### config.mk
export PLATFORM = sky130hd
export DESIGN_NAME = hashed_key_counter_table_top
export DESIGN_NICKNAME = d
export VERILOG_FILES = /design/src/sv/hkct_pkg.sv /design/src/sv/hkct_front.sv /design/src/sv/hkct_back.sv /design/src/sv/hashed_key_counter_table_top.sv
export VERILOG_INCLUDE_DIRS = /design/src /design/src/sv
export SDC_FILE = /design/constraint.sdc
export NUM_CORES = 2
export LEC_CHECK = 0
export BUFFER_PORTS_ARGS = -buffer_cell sky130_fd_sc_hd__buf_2
export CAP_MARGIN = 20
export CORE_ASPECT_RATIO = 0.75
export CORE_MARGIN = 2
export CORE_UTILIZATION = 30
export CTS_BUF_LIST = sky130_fd_sc_hd__clkbuf_16
export DETAILED_ROUTE_END_ITERATION = 7
export GPL_ROUTABILITY_DRIVEN = 0
export PLACE_DENSITY_LB_ADDON = 0.3
export SLEW_MARGIN = 20
export SYNTH_ARGS = -nofsm -noshare
export SYNTH_HDL_FRONTEND = slang
export SYNTH_HIERARCHICAL = 1
export SYNTH_SLANG_ARGS = --single-unit
export TNS_END_PERCENT = 5
### constraint.sdc
create_clock -name clk -period 15.72 [get_ports clk]
set_clock_uncertainty 0.1 [all_clocks]
set_input_delay 3.144 -clock clk [delete_from_list [all_inputs] [get_ports clk]]
set_output_delay 3.144 -clock clk [all_outputs]
set_load 0.02 [all_outputs]
### src/sv/hashed_key_counter_table_top_assert.svh
// Assertion macros for the hashed key counter table.
`ifndef HASHED_KEY_COUNTER_TABLE_TOP_ASSERT_SVH
`define HASHED_KEY_COUNTER_TABLE_TOP_ASSERT_SVH
`ifndef ASSERT_OFF
`define HKCT_ASSERT(label, clk, rst_n, prop, msg) \
	label: assert property (@(posedge clk) disable iff (!rst_n) prop) else $error(msg);
`define HKCT_NEVER(label, clk, rst_n, cond, msg) \
	label: assert property (@(posedge clk) disable iff (!rst_n) !(cond)) else $error(msg);
`else
`define HKCT_ASSERT(label, clk, rst_n, prop, msg)
`define HKCT_NEVER(label, clk, rst_n, cond, msg)
`endif
`endif

### src/sv/hkct_pkg.sv
// Shared types, codes, bucket hash constants and pre-multiply hash steps for the key counter table.
package hkct_pkg;
	localparam logic [1:0] CMD_ADD = 2'd0;
	localparam logic [1:0] CMD_DEL = 2'd1;
	localparam logic [1:0] CMD_INC = 2'd2;
	localparam logic [1:0] CMD_LOOK = 2'd3;
	localparam logic [1:0] ST_DONE = 2'd0;
	localparam logic [1:0] ST_NOEFF = 2'd1;
	localparam logic [1:0] ST_FULL = 2'd2;
	localparam logic [31:0] HASH_MUL = 32'h27d4eb2d;
	localparam logic [31:0] HASH_XOR = 32'd61;
	localparam logic [31:0] CNT_MAX = 32'hFFFFFFFF;

	typedef struct packed {
		logic [1:0]  status;
		logic        hit;
		logic [31:0] key_count;
		logic [31:0] total_count;
		logic [5:0]  total_entries;
	} result_t;

	// Hash steps before the multiply.
	function automatic logic [31:0] mix_pre(input logic [31:0] k);
		logic [31:0] a;
		a = (k ^ HASH_XOR) ^ (k >> 16);
		a = a + (a << 3);
		a = a ^ (a >> 4);
		return a;
	endfunction
endpackage

### src/sv/hkct_front.sv
// Front end: accept request, hash key into a bucket index over a few stages.
module hkct_front #(
	parameter int BUCKETS = 8
) (
	input  logic                           clk,
	input  logic                           arst_n,
	input  logic                           in_valid,
	input  logic [1:0]                     in_cmd,
	input  logic [31:0]                    in_key,
	output logic                           in_ready,
	output logic                           q_valid,
	output logic [1:0]                     q_cmd,
	output logic [31:0]                    q_key,
	output logic [$clog2(BUCKETS+1)-1:0]   q_bucket,
	input  logic                           q_ready
);
	import hkct_pkg::*;
	localparam int BW = $clog2(BUCKETS + 1);
	// reciprocal of BUCKETS, exact for every 32-bit hash value
	localparam int RSH = 32 + $clog2(BUCKETS);
	localparam logic [63:0] RECIP64 =
		((64'd1 << RSH) + 64'(BUCKETS) - 64'd1) / 64'(BUCKETS);
	localparam logic [32:0] RECIP = RECIP64[32:0];

	logic        v_s1, v_s2;
	logic [1:0]  cmd_s1, cmd_s2;
	logic [31:0] key_s1, key_s2, pre_s1, h_s2;
	logic [31:0] prod, hfin;
	logic [64:0] qprod;
	logic [31:0] quo_q, rem_q;
	logic        busy_q, step_q;

	assign prod = pre_s1 * HASH_MUL;
	assign hfin = prod ^ (prod >> 15);
	assign qprod = 65'(h_s2) * 65'(RECIP);

	assign in_ready = !v_s1;

	always_ff @(posedge clk or negedge arst_n) begin
		if (!arst_n) begin
			v_s1 <= 1'b0;
			v_s2 <= 1'b0;
			busy_q <= 1'b0;
			step_q <= 1'b0;
		end else begin
			if (in_valid && in_ready) begin
				v_s1 <= 1'b1;
			end else if (v_s1 && !v_s2) begin
				v_s1 <= 1'b0;
			end
			// remainder work: quotient, then subtract
			if (v_s1 && !v_s2) begin
				v_s2 <= 1'b1;
				busy_q <= 1'b1;
				step_q <= 1'b0;
			end else if (busy_q) begin
				if (step_q) begin
					busy_q <= 1'b0;
				end else begin
					step_q <= 1'b1;
				end
			end else if (v_s2 && q_ready) begin
				v_s2 <= 1'b0;
			end
		end
	end

	always_ff @(posedge clk) begin
		if (in_valid && in_ready) begin
			cmd_s1 <= in_cmd;
			key_s1 <= in_key;
			pre_s1 <= mix_pre(in_key);
		end
		if (v_s1 && !v_s2) begin
			cmd_s2 <= cmd_s1;
			key_s2 <= key_s1;
			h_s2 <= hfin;
		end else if (busy_q) begin
			if (!step_q) quo_q <= 32'(qprod >> RSH);
			else rem_q <= h_s2 - quo_q * 32'(BUCKETS);
		end
	end

	assign q_valid = v_s2 && !busy_q;
	assign q_cmd = cmd_s2;
	assign q_key = key_s2;
	assign q_bucket = rem_q[BW-1:0];
endmodule

### src/sv/hkct_back.sv
// Back end: walk the bucket's ways, then update slot and totals.
module hkct_back #(
	parameter int BUCKETS = 8,
	parameter int WAYS = 4
) (
	input  logic                          clk,
	input  logic                          arst_n,
	input  logic                          q_valid,
	input  logic [1:0]                    q_cmd,
	input  logic [31:0]                   q_key,
	input  logic [$clog2(BUCKETS+1)-1:0]  q_bucket,
	output logic                          q_ready,
	output logic                          r_valid,
	output hkct_pkg::result_t             r_data,
	input  logic                          r_ready
);
	import hkct_pkg::*;
	localparam int SLOTS = BUCKETS * WAYS;
	localparam int SW = (SLOTS > 1) ? $clog2(SLOTS) : 1;
	localparam int WC = $clog2(WAYS + 1);
	localparam logic [2:0] S_IDLE = 3'd0;
	localparam logic [2:0] S_SCAN = 3'd1;
	localparam logic [2:0] S_WAIT = 3'd2;
	localparam logic [2:0] S_EXEC = 3'd3;
	localparam logic [2:0] S_OUT = 3'd4;

	logic [SLOTS-1:0] valid_q;
	logic [31:0] key_mem [SLOTS];
	logic [31:0] cnt_mem [SLOTS];
	logic [2:0]  state_q;
	logic [1:0]  cmd_q;
	logic [31:0] key_q, rkey_q, rcnt_q, fcnt_q, total_q;
	logic [SW-1:0] base_q, found_q, free_q, rd_q;
	logic        found_v_q, free_v_q;
	logic [WC-1:0] way_q;
	logic [5:0]  entries_q;
	logic [1:0]  status_q;
	logic        hit_q;
	logic [31:0] kc_q;

	logic [SW-1:0] cur;
	assign cur = SW'(base_q + SW'(way_q));
	assign q_ready = (state_q == S_IDLE);

	always_ff @(posedge clk or negedge arst_n) begin
		if (!arst_n) begin
			state_q <= S_IDLE;
			valid_q <= '0;
			total_q <= '0;
			entries_q <= '0;
			found_v_q <= 1'b0;
			free_v_q <= 1'b0;
			way_q <= '0;
		end else begin
			unique case (state_q)
				S_IDLE: begin
					if (q_valid) begin
						state_q <= S_SCAN;
						way_q <= '0;
						found_v_q <= 1'b0;
						free_v_q <= 1'b0;
					end
				end
				S_SCAN: begin
					// issue read for current way; compare lands next cycle
					state_q <= S_WAIT;
				end
				S_WAIT: begin
					if (valid_q[rd_q]) begin
						if (!found_v_q && rkey_q == key_q) found_v_q <= 1'b1;
					end else if (!free_v_q) begin
						free_v_q <= 1'b1;
					end
					if (way_q == WC'(WAYS - 1)) state_q <= S_EXEC;
					else begin
						way_q <= way_q + WC'(1);
						state_q <= S_SCAN;
					end
				end
				S_EXEC: begin
					state_q <= S_OUT;
					unique case (cmd_q)
						CMD_ADD: if (!found_v_q && free_v_q) begin
							valid_q[free_q] <= 1'b1;
							entries_q <= entries_q + 6'd1;
						end
						CMD_DEL: if (found_v_q) begin
							valid_q[found_q] <= 1'b0;
							total_q <= (total_q > fcnt_q) ? total_q - fcnt_q : '0;
							if (entries_q != 6'd0) entries_q <= entries_q - 6'd1;
						end
						CMD_INC: if (found_v_q && fcnt_q != CNT_MAX &&
							total_q != CNT_MAX) begin
							total_q <= total_q + 32'd1;
						end
						default: ;
					endcase
				end
				S_OUT: if (r_ready) state_q <= S_IDLE;
				default: state_q <= S_IDLE;
			endcase
		end
	end

	// memory reads and payload registers
	always_ff @(posedge clk) begin
		if (state_q == S_IDLE && q_valid) begin
			cmd_q <= q_cmd;
			key_q <= q_key;
			base_q <= SW'(q_bucket) * SW'(WAYS);
		end
		if (state_q == S_SCAN) begin
			rkey_q <= key_mem[cur];
			rcnt_q <= cnt_mem[cur];
			rd_q <= cur;
		end
		if (state_q == S_WAIT) begin
			if (valid_q[rd_q]) begin
				if (!found_v_q && rkey_q == key_q) begin
					found_q <= rd_q;
					fcnt_q <= rcnt_q;
				end
			end else if (!free_v_q) begin
				free_q <= rd_q;
			end
		end
		if (state_q == S_EXEC) begin
			hit_q <= found_v_q;
			status_q <= ST_NOEFF;
			kc_q <= '0;
			unique case (cmd_q)
				CMD_ADD: begin
					if (found_v_q) kc_q <= fcnt_q;
					else if (free_v_q) begin
						key_mem[free_q] <= key_q;
						cnt_mem[free_q] <= '0;
						status_q <= ST_DONE;
					end else status_q <= ST_FULL;
				end
				CMD_DEL: if (found_v_q) status_q <= ST_DONE;
				CMD_INC: if (found_v_q) begin
					status_q <= ST_DONE;
					if (fcnt_q != CNT_MAX) begin
						cnt_mem[found_q] <= fcnt_q + 32'd1;
						kc_q <= fcnt_q + 32'd1;
					end else kc_q <= fcnt_q;
				end
				default: if (found_v_q) kc_q <= fcnt_q;
			endcase
		end
	end

	always_comb begin
		r_data.status = status_q;
		r_data.hit = hit_q;
		r_data.key_count = kc_q;
		r_data.total_count = total_q;
		r_data.total_entries = entries_q;
	end
	assign r_valid = (state_q == S_OUT);

	`include "hashed_key_counter_table_top_assert.svh"
	`HKCT_NEVER(a_entries_bound, clk, arst_n, entries_q > 6'(SLOTS), "entry count over slots")
	`HKCT_ASSERT(a_out_hold, clk, arst_n, (r_valid && !r_ready) |=> r_valid, "result dropped")
	`HKCT_ASSERT(a_exec_out, clk, arst_n, (state_q == S_EXEC) |=> (state_q == S_OUT), "exec skip")
endmodule

### src/sv/hashed_key_counter_table_top.sv
// Top level of the hashed key counter table.
// channel  | signals                                  | dir
// request  | push, full, command, key                 | in
// result   | pop, empty, status, hit, key_count,      | out
//          | total_count, total_entries               |
// In the front end a request is hashed (hash multiply), then its bucket is found
// by reciprocal quotient and remainder, overlapped with the previous request.
// The back end takes it, scans each way of the bucket with a read and a compare over
// the single slot memory port, updates the slot and presents the result until popped.
// Reset clears all slot valid bits and totals at once; no clearing pass.
// full is high while the front stage holds a request; result waits for pop.
module hashed_key_counter_table_top #(
	parameter int BUCKETS = 8,
	parameter int WAYS = 4
) (
	input  logic        clk,
	input  logic        arst_n,
	input  logic        push,
	output logic        full,
	input  logic [1:0]  command,
	input  logic [31:0] key,
	output logic        empty,
	input  logic        pop,
	output logic [1:0]  status,
	output logic        hit,
	output logic [31:0] key_count,
	output logic [31:0] total_count,
	output logic [5:0]  total_entries
);
	import hkct_pkg::*;
	localparam int BW = $clog2(BUCKETS + 1);
	logic q_valid, q_ready, in_ready, r_valid;
	logic [1:0] q_cmd;
	logic [31:0] q_key;
	logic [BW-1:0] q_bucket;
	result_t r_data;

	hkct_front #(.BUCKETS(BUCKETS)) u_front (
		.clk, .arst_n, .in_valid(push), .in_cmd(command), .in_key(key),
		.in_ready, .q_valid, .q_cmd, .q_key, .q_bucket, .q_ready
	);
	hkct_back #(.BUCKETS(BUCKETS), .WAYS(WAYS)) u_back (
		.clk, .arst_n, .q_valid, .q_cmd, .q_key, .q_bucket, .q_ready,
		.r_valid, .r_data, .r_ready(pop)
	);

	assign full = !in_ready;
	assign empty = !r_valid;
	assign status = r_data.status;
	assign hit = r_data.hit;
	assign key_count = r_data.key_count;
	assign total_count = r_data.total_count;
	assign total_entries = r_data.total_entries;
endmodule

==> summary.txt <==
Clock tree
  • Post-CTS setup buffer count: 0
  • # H-tree levels: 4
  • CTS tree: yes
  • Hold_buf cts: 0
  • Max Buffers Root-to-Sink: 4
  • Post_cts resized: 0
  • CTS buffer count: 240
  • Root buffer cell: clkbuf_16
  • Worst-Skew Late Latency: around 0.93 ns
  • Clk sinks: ~2400
  • Clk slew on worst S/H paths: ~0.06 ns

Power and ir drop
  • Total internal power: roughly 14 mW
  • Combinational share of power: 31.3%
  • Pwr/cell area: 177 nW/µm²
  • Reg power frac: a little over 40%
  • Worst VDD drop: between 0.0004 and 0.0005 V
  • Leak Pwr: 34.9 nW
  • Net switching power: between 6 and 7 mW
  • Sw frac: between 30% and 40%
  • Clk pwr share: about 28%

Detailed routing
  • DRT iter0 DRCs: 5884
  • Routed Antenna Nets: 0
  • DRC: 0
  • Vias per cell: between 5 and 6
  • Avg WL per Cell: ~28 µm
  • Vias: about 50000
  • Total Wirelength: around 270000 µm
  • Drt first pass iters: 6

Finish
  • Final Core Density: between 30% and 40%
  • Most frequent cells in the layout: edfxtp_1 (2323), mux4_2 (650), inv_1 (247)
  • Commonest non-fill, non-tap cell in the layout: edfxtp_1
  • Final cell count without fillers: just under 10000
  • Layout cell share with drive strength beyond 1: a little over a quarter
  • Post-layout nets: between 5000 and 6000
  • Final instance area: roughly 110000 µm²
  • Top Registers: u_back/cnt_mem (1024), u_back/key_mem (1024)
  • Final-layout fill cell count: ~30000
  • Area grow syn2layout: 14.8%

Yosys
  • Synthesized area: ~98000 µm²
  • Mapped Cells: roughly 4900
  • Synth warn: 6
  • Mapped Nets: a little over 5000
  • Syn avg cell area: 20.2 µm²

Hold path
  • Hold/Removal Path Class: flop to flop

Timing
  • Setup-failing EPs final: 0
  • RSZ-0062 raised after global routing: false
  • Final period util: 34.7%
  • Total negative setup slack: 0 ns
  • Relative slew slack: about a fifth
  • Worst Tran Pin Value: around 1.2 ns
  • Max-slew violation count: 0
  • Maximum achievable frequency: between 150 and 200 MHz
  • Hold Vio Cnt, Final: 0
  • Final min period: between 5 and 6 ns

Setup path
  • Startpoint types: flop
  • Crit path capture type: flop
  • Reg2reg path depth: 9
  • Crit Path Max Fanout: 32
  • Crit path from: u_back/fcnt_q[0]
  • Reg-to-reg endpoint: u_back/cnt_mem[28][0]
  • Crit path required time: between 15 and 20 ns
  • Crit path DAT: 5.81 ns
  • Crit path kind: flop to flop
  • Worst reg2reg startpoint: u_back/fcnt_q[0]
  • Worst setup path end: u_back/cnt_mem[28][0]
  • Setup slack, reg-to-reg: ~10 ns

Floorplanning
  • Die Ht: roughly 500 µm
  • Die area: 333000 µm²
  • IO Count: 113
  • Core ar.: ~330000 µm²
  • Row cnt: between 150 and 200
  • Die span in x: 666 µm
  • Initial core utilization: between 30% and 40%

Global route
  • Initial antenna violation count: 20
  • Grt total ovfl: 0
  • GRT Util Overall: between 10% and 20%
  • First-pass GRT wire length: about 370000 µm
  • Largest net degree at the start of global routing: around 130
  • Vias in the first global route: roughly 49000

Place
  • IO buf count: 112
  • DP Cell Count: between 9000 and 10000
  • Dpl cell area: between 100000 and 150000 µm²
  • Post-DP HPWL: between 100000 and 150000 µm

Outcome
  • Status: finished clean

Run
  • Maxcap violations: 0
worst min path at each step:
stage | startpoint | endpoint | slack [ns] | cells past startpoint
after floorplan | u_front/rem_q[0] | u_back/base_q[2] | 0.30 | 0
final | u_front/key_s1[28] | u_front/q_key[28] | 0.26 | 0
after CTS | u_front/key_s1[28] | u_front/q_key[28] | 0.26 | 0
after detailed placement | u_back/rcnt_q[8] | u_back/fcnt_q[8] | 0.30 | 0
after global placement | u_back/rcnt_q[8] | u_back/fcnt_q[8] | 0.31 | 0
after global routing | u_front/key_s1[28] | u_front/q_key[28] | 0.26 | 0
cell type report:
type                       count  area, µm²  area share, %
clock buffer                 241       6030           5.33
sequential                  2405      71800           63.5
clock inverter               184       1620           1.43
tap                         4324       5410           4.78
multi-input combinational   2047      25700           22.8
timing repair buffer         256       1730           1.53
antenna                        4       10.0        0.00885
inverter                     201        754          0.667
metrics by stage:
stage               hold slack (ns)  total power [mW]  setup slack [ns]
global placement              0.307              14.5              9.64
finish                        0.257              20.1             10.27
CTS                           0.258              20.4             10.31
global route                  0.264              21.2             10.06
detailed placement            0.305              14.7              9.63
floorplan                     0.300              12.7              9.67
per-layer routing:
| layer | share of wire [%] | vias up | GRT usage [%] |
|---|---|---|---|
| met5 | 0.013 | - | 0 |
| met3 | 8.3 | 353 | 3.42 |
| met1 | 47 | 27100 | 24.2 |
| met2 | 43 | 2085 | 22.5 |
| li1 | - | 20500 | - |
| met4 | 2.1 | 4 | 3.50 |
power by group through the flow:
| stage | combinational [mW] | clock, mW | sequential (mW) |
|---|---|---|---|
| finish | 6.27 | 5.65 | 8.13 |
| global route | 7.04 | 6.03 | 8.17 |
| CTS | 6.42 | 5.80 | 8.14 |
| detailed placement | 6.39 | 0 | 8.28 |
| global placement | 6.27 | 0 | 8.26 |
| floorplan | 4.61 | 0 | 8.13 |
critical path: stages, from the launching register on:
cell and delay (ns):
edfxtp_1 0.76, ha_1 0.35, and3_1 0.38, and4_1 0.40
nor4b_4 0.24, buf_4 0.38, or2_2 0.93, a21oi_1 0.58
nor2_4 0.21, buf_4 0.62
Power figures use the tool's default switching activity.
